## src/hdl/assert_macros.svh

```systemverilog
// Assertion macros used by the RTL file that checks its own logic.
`ifndef ASSERT_MACROS_SVH
`define ASSERT_MACROS_SVH

// Checked while out of reset.
`define VDL_ASSERT(lbl, clk, rst_n, prop, msg) \
    lbl: assert property (@(posedge clk) disable iff (!rst_n) prop) else $error(msg);

// Checked at every edge, reset included.
`define VDL_ASSERT_ALWAYS(lbl, clk, prop, msg) \
    lbl: assert property (@(posedge clk) prop) else $error(msg);

`endif

```

## src/hdl/vdl_pkg.sv

```systemverilog
// Shared widths, constants and register codes of the vertex lighting pipeline.
package vdl_pkg;

    localparam int POS_W   = 32;
    localparam int NRM_W   = 16;
    localparam int COL_W   = 16;
    localparam int DIFF_W  = 33;
    localparam int MAG_W   = 31;
    localparam int NUM_W   = 49;
    localparam int RAD_W   = 64;
    localparam int ROOT_W  = 32;
    localparam int REM_W   = 34;
    localparam int SQ_STEPS = 32;

    localparam int QW      = 21;
    localparam int COS_DW  = 32;
    localparam int ATT_DW  = 34;
    localparam int NHI_W   = 30;
    localparam int F_W     = 22;

    localparam logic [63:0]       ATT_NUM  = 64'd42949672960;
    localparam logic [ATT_DW-1:0] ATT_K    = 34'd655360;
    localparam logic [ATT_DW-1:0] ATT_REM0 = ATT_DW'(ATT_NUM >> QW);
    localparam logic [QW-1:0]     ATT_FEED = QW'(ATT_NUM);
    localparam logic [QW-1:0]     COS_CAP  = 21'd1048576;
    localparam logic [QW-1:0]     ATT_ONE  = 21'd65536;

    localparam int ADDR_W = 5;
    localparam logic [2:0] REG_LIGHT_X = 3'd0;
    localparam logic [2:0] REG_LIGHT_Y = 3'd1;
    localparam logic [2:0] REG_LIGHT_Z = 3'd2;
    localparam logic [2:0] REG_COL_R   = 3'd3;
    localparam logic [2:0] REG_COL_G   = 3'd4;
    localparam logic [2:0] REG_COL_B   = 3'd5;

endpackage

```

## src/hdl/vdl_sqrt_cell.sv

```systemverilog
// One digit step of the integer square root: two radicand bits in, one root bit out.
module vdl_sqrt_cell (
    input  logic                        i_clk,
    input  logic                        i_en,
    input  logic [vdl_pkg::RAD_W-1:0]   i_rad,
    input  logic [vdl_pkg::REM_W-1:0]   i_rem,
    input  logic [vdl_pkg::ROOT_W-1:0]  i_root,
    output logic [vdl_pkg::RAD_W-1:0]   o_rad,
    output logic [vdl_pkg::REM_W-1:0]   o_rem,
    output logic [vdl_pkg::ROOT_W-1:0]  o_root
);

    logic [vdl_pkg::REM_W+1:0]  w_t;
    logic [vdl_pkg::REM_W+1:0]  w_trial;
    logic                       w_take;
    logic [vdl_pkg::RAD_W-1:0]  r_rad, n_rad;
    logic [vdl_pkg::REM_W-1:0]  r_rem, n_rem;
    logic [vdl_pkg::ROOT_W-1:0] r_root, n_root;

    assign w_t     = {i_rem, i_rad[vdl_pkg::RAD_W-1 -: 2]};
    assign w_trial = {2'b00, i_root, 2'b01};
    assign w_take  = (w_t >= w_trial);

    always_comb begin
        n_rad  = {i_rad[vdl_pkg::RAD_W-3:0], 2'b00};
        n_root = {i_root[vdl_pkg::ROOT_W-2:0], w_take};
        n_rem  = w_take ? vdl_pkg::REM_W'(w_t - w_trial) : w_t[vdl_pkg::REM_W-1:0];
    end

    always_ff @(posedge i_clk) begin
        if (i_en) begin
            r_rad  <= n_rad;
            r_rem  <= n_rem;
            r_root <= n_root;
        end
    end

    assign o_rad  = r_rad;
    assign o_rem  = r_rem;
    assign o_root = r_root;

endmodule

```

## config.mk

```make
export PLATFORM = sky130hd
export DESIGN_NAME = vdl_sqrt_cell
export DESIGN_NICKNAME = d
export VERILOG_FILES = /design/src/hdl/assert_macros.svh /design/src/hdl/vdl_pkg.sv /design/src/hdl/vdl_sqrt_cell.sv
export SDC_FILE = /design/constraint.sdc
export NUM_CORES = 1
export LEC_CHECK = 0
export BUFFER_PORTS_ARGS = -buffer_cell sky130_fd_sc_hd__clkbuf_2
export CAP_MARGIN = 15
export CELL_PAD_IN_SITES_DETAIL_PLACEMENT = 0
export CELL_PAD_IN_SITES_GLOBAL_PLACEMENT = 1
export CORE_ASPECT_RATIO = 1.5
export CORE_MARGIN = 8
export CORE_UTILIZATION = 37
export DETAILED_ROUTE_END_ITERATION = 16
export PLACE_DENSITY_LB_ADDON = 0.1
export SLEW_MARGIN = 30
export SYNTH_ARGS = -nofsm -noshare
export SYNTH_HDL_FRONTEND = slang
export SYNTH_SLANG_ARGS = --single-unit
```

## constraint.sdc

```tcl
create_clock -name i_clk -period 3.4 [get_ports i_clk]
set_clock_uncertainty 0.1 [all_clocks]
set_input_delay 0.51 -clock i_clk [delete_from_list [all_inputs] [get_ports i_clk]]
set_output_delay 0.51 -clock i_clk [all_outputs]
set_load 0.005 [all_outputs]
```

==> qor.yml, run 1 <==
status:
  status: "finished, final reports clean"
clocking:
  cts_tree: "yes"
  clkSinkCount: 128
  postCtsResizedCells: 0
  cts_buffer_depth: 2
  cts_hold_buf: 0
  cts_htree_levels: 4
  cts-buffers-inserted: 17
  post_cts_buffers: 0
  clockRootBuffer: "clkbuf_16"
  clk_pin_slew_ns: 0.07
route:
  wl_per_cell_um: 18.0
  drc_errors: 0
  route.final.wire_length_mm: 18.1
  vias_per_cell: 4.91
  drt_pass1_iterations: 5
  drt_iter0_drc: 255
  dr_total_vias: 4935
  final_antenna_net_count: 0
power:
  max-vdd-ir-drop_uv: 317
  power_density_mw_per_mm2: 536
  leakage_nw: 3.85
sta:
  slew_headroom: 0.638
  hold_violations: 0
  hold_ws_ns: 0.169
  period_minus_slack_ns: 2.80
  fin_setup_tns_ns: 0
  setup_viol: 0
  grt_setup_unrepaired: "false"
  slew_viol_final: 0
  finalCritPeriodShare: 0.824
  tightest_slew_ns: 0.537
  max_freq_mhz: 357
global_routing:
  grt_pass1_wl_mm: 27.4
  track_usage: 0.165
  grt_max_degree: 129
  grt_pass1_vias: 5107
  grt-ovfl-total: 0
  antenna_found_initial: 0
layout:
  fin_cells: 1006
  postLayoutCoreUtil: 0.506
  area_growth_pct: 34.3
  nNetsFinal: 949
  drive_gt1_frac: 0.411
  design_area_mm2: 0.00848
  antenna_cells: 0
logic_synthesis:
  synth_common_cells: "edfxtp_1, nand2_1, inv_1"
  yosysTopAreaCell: "edfxtp_1"
  synth.avg_cell_area_um2: 12.5
  synth_area_mm2: 0.00631
  postSynthCellCount: 507
  yosysMostFrequentCell: "edfxtp_1"
  synth_edf_count: 128
  ys_ff_latch: 128
  synth_top_area_share: 0.609
  ys_seq_area_frac: 0.609
  synthTopCellsByArea: "edfxtp_1, ha_1, nand2_1, o21ai_0, inv_1"
  yosys_most_used_dff: "edfxtp_1"
  async_flop_share: 0
  ys_types: 62
  yosys_warnings: 0
place:
  numPortBuffers: 259
  placed_area_mm2: 0.00788
  gp_congestion: 0.795
  hpwl_mm: 14.4
  placed_cells: 973
setup_path:
  end_kind: "register"
  worstSetupPathType: "input pin to register"
  worstPathMaxFanout: 25
  cp_top_family: "compound AO/OA/AOI/OAI gates"
  cp_num_buf_inv: 3
  critical_path.cell_chain: "clkbuf_2, inv_1, ha_1, a21o_1, a221oi_1, o31a_1, o221ai_1, a211oi_1, o21a_2, buf_4, and2_2, a31o_1"
  start_kind: "input pin"
  cp.arrival_ns: 2.87
  required_ns: 3.47
  critPathMaxStageDelay_ns: 0.38
  crit_slowest_cell: "ha_1"
floorplanning:
  num_rows: 58
  dieArea_mm2: 0.0216
  io_pins: 262
  core_mm2: 0.0168
  die_y_um: 176
  fp.dieW_um: 123
  start_util: 0.377
min_path:
  hold_path_class: "input pin to register"
  min_to: "o_rad[41]$_DFFE_PP_"
  holdPathStages: 1
  holdCritStartpoint: "i_rad[39]"
run:
  drv_cap: 0
[where the power goes]
part,switching (mW),internal (mW),total [mW],leakage [nW]
registers,0.0427,1.93,1.97,1.25
clock network,0.800,0.974,1.77,0.274
logic,0.436,0.361,0.797,2.32
[cells by family (layout without fill, tap and decap cells)]
family	after synthesis	count (layout)	share of synthesized area
DFF	128	128	0.609
muxes	5	5	0.00872
other	1	2	0.000594
and+or+nand+nor	120	120	0.0888
AOI/OAI and AO/OA	133	133	0.148
adders and majority gates	34	34	0.0674
buffers and inverters	59	347	0.0408
xor gates and xnor gates	27	27	0.0374
[metal layers]
layer | share of wire | GRT usage | vias to the layer above
li1 | - | - | 2429
met1 | 0.36 | 0.172 | 2290
met2 | 0.54 | 0.304 | 197
met3 | 0.084 | 0.0489 | 19
met4 | 0.018 | 0.0535 | 0
met5 | 0 | 0 | -
[through the flow]
stage | power (mW) | worst slack [ns]
2_1_floorplan | 2.41 | 0.547
3_3_place_gp | 2.81 | 0.213
4_1_cts | 4.63 | 0.588
3_5_place_dp | 2.82 | 0.144
5_1_grt | 4.78 | 0.378
6_report | 4.54 | 0.599
[worst max-delay path by stage]
| stage | cells past startpoint | from | to | slack [ns] |
|---|---|---|---|---|
| global route | 12 | i_root[13] | o_rem[26]$_DFFE_PP_ | 0.38 |
| finish | 12 | i_root[15] | o_rem[26]$_DFFE_PP_ | 0.60 |
| floorplan | 10 | i_root[9] | o_rem[27]$_DFFE_PP_ | 0.55 |
| detailed placement | 11 | i_root[15] | o_rem[2]$_DFFE_PP_ | 0.14 |
| global placement | 11 | i_root[3] | o_rem[26]$_DFFE_PP_ | 0.21 |
| CTS | 11 | i_root[15] | o_rem[2]$_DFFE_PP_ | 0.59 |
[layout by cell type (no fill, tap or decap), types with 3 or more instances in the layout]
| cell type | instances |
|---|---|
| clkbuf_2 | 258 |
| clkinvlp_4 | 3 |
| inv_1 | 42 |
| o31ai_1 | 4 |
| o41ai_2 | 3 |
| mux2i_1 | 4 |
| xnor2_1 | 14 |
| ha_1 | 34 |
| clkbuf_16 | 17 |
| nand2_1 | 58 |
| o21ai_1 | 4 |
| inv_8 | 5 |
| nor2_1 | 18 |
| nand3_1 | 6 |
| buf_4 | 12 |
| nand2b_1 | 5 |
| and3_2 | 3 |
| inv_6 | 5 |
| a31oi_1 | 4 |
| a21o_1 | 19 |
| nand4_1 | 6 |
| nor3_1 | 10 |
| xor2_1 | 13 |
| and2_1 | 3 |
| edfxtp_1 | 128 |
| o21ai_0 | 41 |
| a21oi_1 | 28 |
[final cells by class]
| type | count | area, um^2 |
|---|---|---|
| multi-input cells | 321 | 2220 |
| clock inverters | 15 | 144 |
| inverters | 43 | 163 |
| fillers | 1549 | 8280 |
| well taps | 210 | 263 |
| repair buffers | 272 | 1420 |
| flip-flops and latches | 128 | 3840 |
| clock buffers | 17 | 425 |
[state kept, by name (all words and copies together), names as in the netlist]
register / count
o_rem: 34
o_rad: 62
o_root: 32
Note: power is estimated with default switching activity, not from simulation.
==> run 2, diff against run 1 <==
--- a/config.mk
+++ b/config.mk
@@ -5,13 +5,14 @@
 export SDC_FILE = /design/constraint.sdc
 export NUM_CORES = 1
 export LEC_CHECK = 0
+export ABC_AREA = 1
 export BUFFER_PORTS_ARGS = -buffer_cell sky130_fd_sc_hd__clkbuf_2
 export CAP_MARGIN = 15
 export CELL_PAD_IN_SITES_DETAIL_PLACEMENT = 0
 export CELL_PAD_IN_SITES_GLOBAL_PLACEMENT = 1
 export CORE_ASPECT_RATIO = 1.5
 export CORE_MARGIN = 8
-export CORE_UTILIZATION = 37
+export CORE_UTILIZATION = 36
 export DETAILED_ROUTE_END_ITERATION = 16
 export PLACE_DENSITY_LB_ADDON = 0.1
 export SLEW_MARGIN = 30
==> constraint.sdc (replaced) <==
create_clock -name i_clk -period 2.9 [get_ports i_clk]
set_clock_uncertainty 0.1 [all_clocks]
set_input_delay 0.435 -clock i_clk [delete_from_list [all_inputs] [get_ports i_clk]]
set_output_delay 0.435 -clock i_clk [all_outputs]
set_load 0.005 [all_outputs]
==> qor.yml, run 2 <==
setup_path:
  critical_path.cell_chain: "clkbuf_2, inv_1, ha_1, nand2_1, nor2_2, nand3_1, nor2_1, nand2_1, a21oi_2, nor2_1, nand2_4, buf_4, o21ai_0"
  crit_slowest_cell: "ha_1"
  critPathMaxStageDelay_ns: 0.35
  cp.arrival_ns: 2.26
  worstSetupPathType: "input pin to register"
  required_ns: 2.97
  endpoint: "o_rem[1]$_DFFE_PP_"
  start_kind: "input pin"
  end_kind: "register"
  worstPathMaxFanout: 16
  crit_start: "i_root[6]"
clocking:
  post_cts_buffers: 0
  clkSinkCount: 128
  cts_htree_levels: 4
  cts_tree: "yes"
  cts-buffers-inserted: 17
  postCtsResizedCells: 0
  clockRootBuffer: "clkbuf_16"
  cts_hold_buf: 0
  cts_buffer_depth: 2
  clk_pin_slew_ns: 0.06
sta:
  grt_setup_unrepaired: "false"
  fin_setup_tns_ns: 0
  tightest_slew_ns: 0.551
  setup_viol: 0
  hold_violations: 0
  max_freq_mhz: 457
  slew_viol_final: 0
  period_minus_slack_ns: 2.19
  finalCritPeriodShare: 0.755
  slew_headroom: 0.633
logic_synthesis:
  synth-adder-area-share: 0.0617
  synth_area_mm2: 0.00690
  synth-xor-area-share: 0.0229
  yosysTopAreaCell: "edfxtp_1"
  synth.avg_cell_area_um2: 8.90
  synth_top_area_share: 0.557
  synthTopCellsByArea: "edfxtp_1, nand2_1, inv_1, ha_1, nand3_1"
  yosysMostFrequentCell: "nand2_1"
  synth_top_family_by_area: "simple AND/OR/NAND/NOR gates"
  postSynthCellCount: 775
  async_flop_share: 0
  synth-simple-area-share: 0.239
  synth_common_cells: "nand2_1, inv_1, edfxtp_1"
  ys_types: 25
  synth_edf_count: 128
  yosys_warnings: 0
  yosys_most_used_dff: "edfxtp_1"
  ys_ff_latch: 128
  synth.area.mux_share: 0
  ys_seq_area_frac: 0.557
  synth-compound-area-share: 0.0321
global_routing:
  grt-ovfl-total: 0
  grt_pass1_wl_mm: 31.8
  met1_usage: 0.173
  antenna_found_initial: 0
  gr-max-usage-layer: "met2"
  met3_usage: 0.0453
  grt_pass1_vias: 5997
  track_usage: 0.178
  grt_max_degree: 53
  met2_usage: 0.342
floorplanning:
  fp.dieW_um: 129
  start_util: 0.363
  num_rows: 62
  io_pins: 262
  die_y_um: 186
  core_mm2: 0.0190
  dieArea_mm2: 0.0239
layout:
  layout_commonest_cell: "nand2_1"
  nNetsFinal: 1222
  drive_gt1_frac: 0.294
  antenna_cells: 0
  area_growth_pct: 32.6
  layout_common_cells: "nand2_1, clkbuf_2, inv_1, edfxtp_1, nor2_1"
  postLayoutCoreUtil: 0.481
  largest_register_ffs: 62
  design_area_mm2: 0.00915
power:
  sw_frac_of_total: 0.279
  max-vdd-ir-drop_uv: 264
  p_comb_frac: 0.187
  share_seq_of_total_power: 0.432
  leakage_nw: 4.72
  p_switching_mw: 1.49
  internal-power_mw: 3.85
  power_density_mw_per_mm2: 583
  total_power_mw: 5.34
  clkPwrFrac: 0.381
status:
  status: "finished, final reports clean"
place:
  gp_congestion: 0.876
  placed_area_mm2: 0.00859
  numPortBuffers: 259
  hpwl_mm: 17.7
route:
  dr_total_vias: 5845
  wl_per_cell_um: 16.0
  drc_errors: 0
  route.final.wire_length_mm: 21.2
  vias_per_cell: 4.41
  drt_iter0_drc: 211
  final_antenna_net_count: 0
  drt_pass1_iterations: 4
run:
  drv_cap: 0
min_path:
  holdCritStartpoint: "i_rad[37]"
  hold_path_class: "input pin to register"
-- run 2: how the worst min path moves through the flow --
stage / to / slack, ns / cells past startpoint
3_5_place_dp: o_rad[22]$_DFFE_PP_ / 0.51 / 1
6_report: o_rad[39]$_DFFE_PP_ / 0.07 / 1
3_3_place_gp: o_rad[20]$_DFFE_PP_ / 0.51 / 1
4_1_cts: o_rad[39]$_DFFE_PP_ / 0.06 / 1
5_1_grt: o_rad[48]$_DFFE_PP_ / 0.06 / 1
2_1_floorplan: o_rad[10]$_DFFE_PP_ / 0.43 / 0
-- run 2: routing by layer --
layer / vias up / routed length, um
met4: 0 / 514
met3: 30 / 1350
met2: 179 / 11800
met5: - / 0
li1: 3033 / -
met1: 2603 / 7550
-- run 2: layout make-up --
cell class                      instances  area, um^2
Inverter                              140         528
Fill cell                            1926        9860
Clock buffer                           17         425
Timing Repair Buffer                  269        1440
Sequential cell                       128        3840
Tap cell                              256         320
Multi-Input combinational cell        500        2460
Clock inverter                         15         135
-- run 2: kinds of logic after synthesis --
logic type,after synthesis
xor gates and xnor gates,18
other,1
buffers and inverters,148
adders and majority gates,34
DFF,128
and+or+nand+nor,404
AOI/OAI and AO/OA,42
-- run 2: through the flow --
step	cells	hold slack, ns	worst slack (ns)
after floorplan	776	0.434	0.729
after global placement	1293	0.512	0.286
after detailed placement	1293	0.514	0.244
after CTS	1325	0.0582	0.704
after global routing	1325	0.0590	0.560
final	1325	0.0741	0.711
-- run 2: worst max-delay path: cells and delay by family --
kind | cells | cell delay [ns]
and+or+nand+nor | 7 | 0.85
buffers and inverters | 3 | 0.37
adders and majority gates | 1 | 0.35
AOI/OAI and AO/OA | 2 | 0.22
-- run 2: power by group through the flow --
stage          registers (mW)  clock network, mW  logic, mW
2_1_floorplan            2.37                  0      0.486
3_3_place_gp             2.34                  0       1.02
3_5_place_dp             2.35                  0       1.02
4_1_cts                  2.31               2.08       1.03
5_1_grt                  2.32               2.16       1.13
6_report                 2.31               2.03       1.00
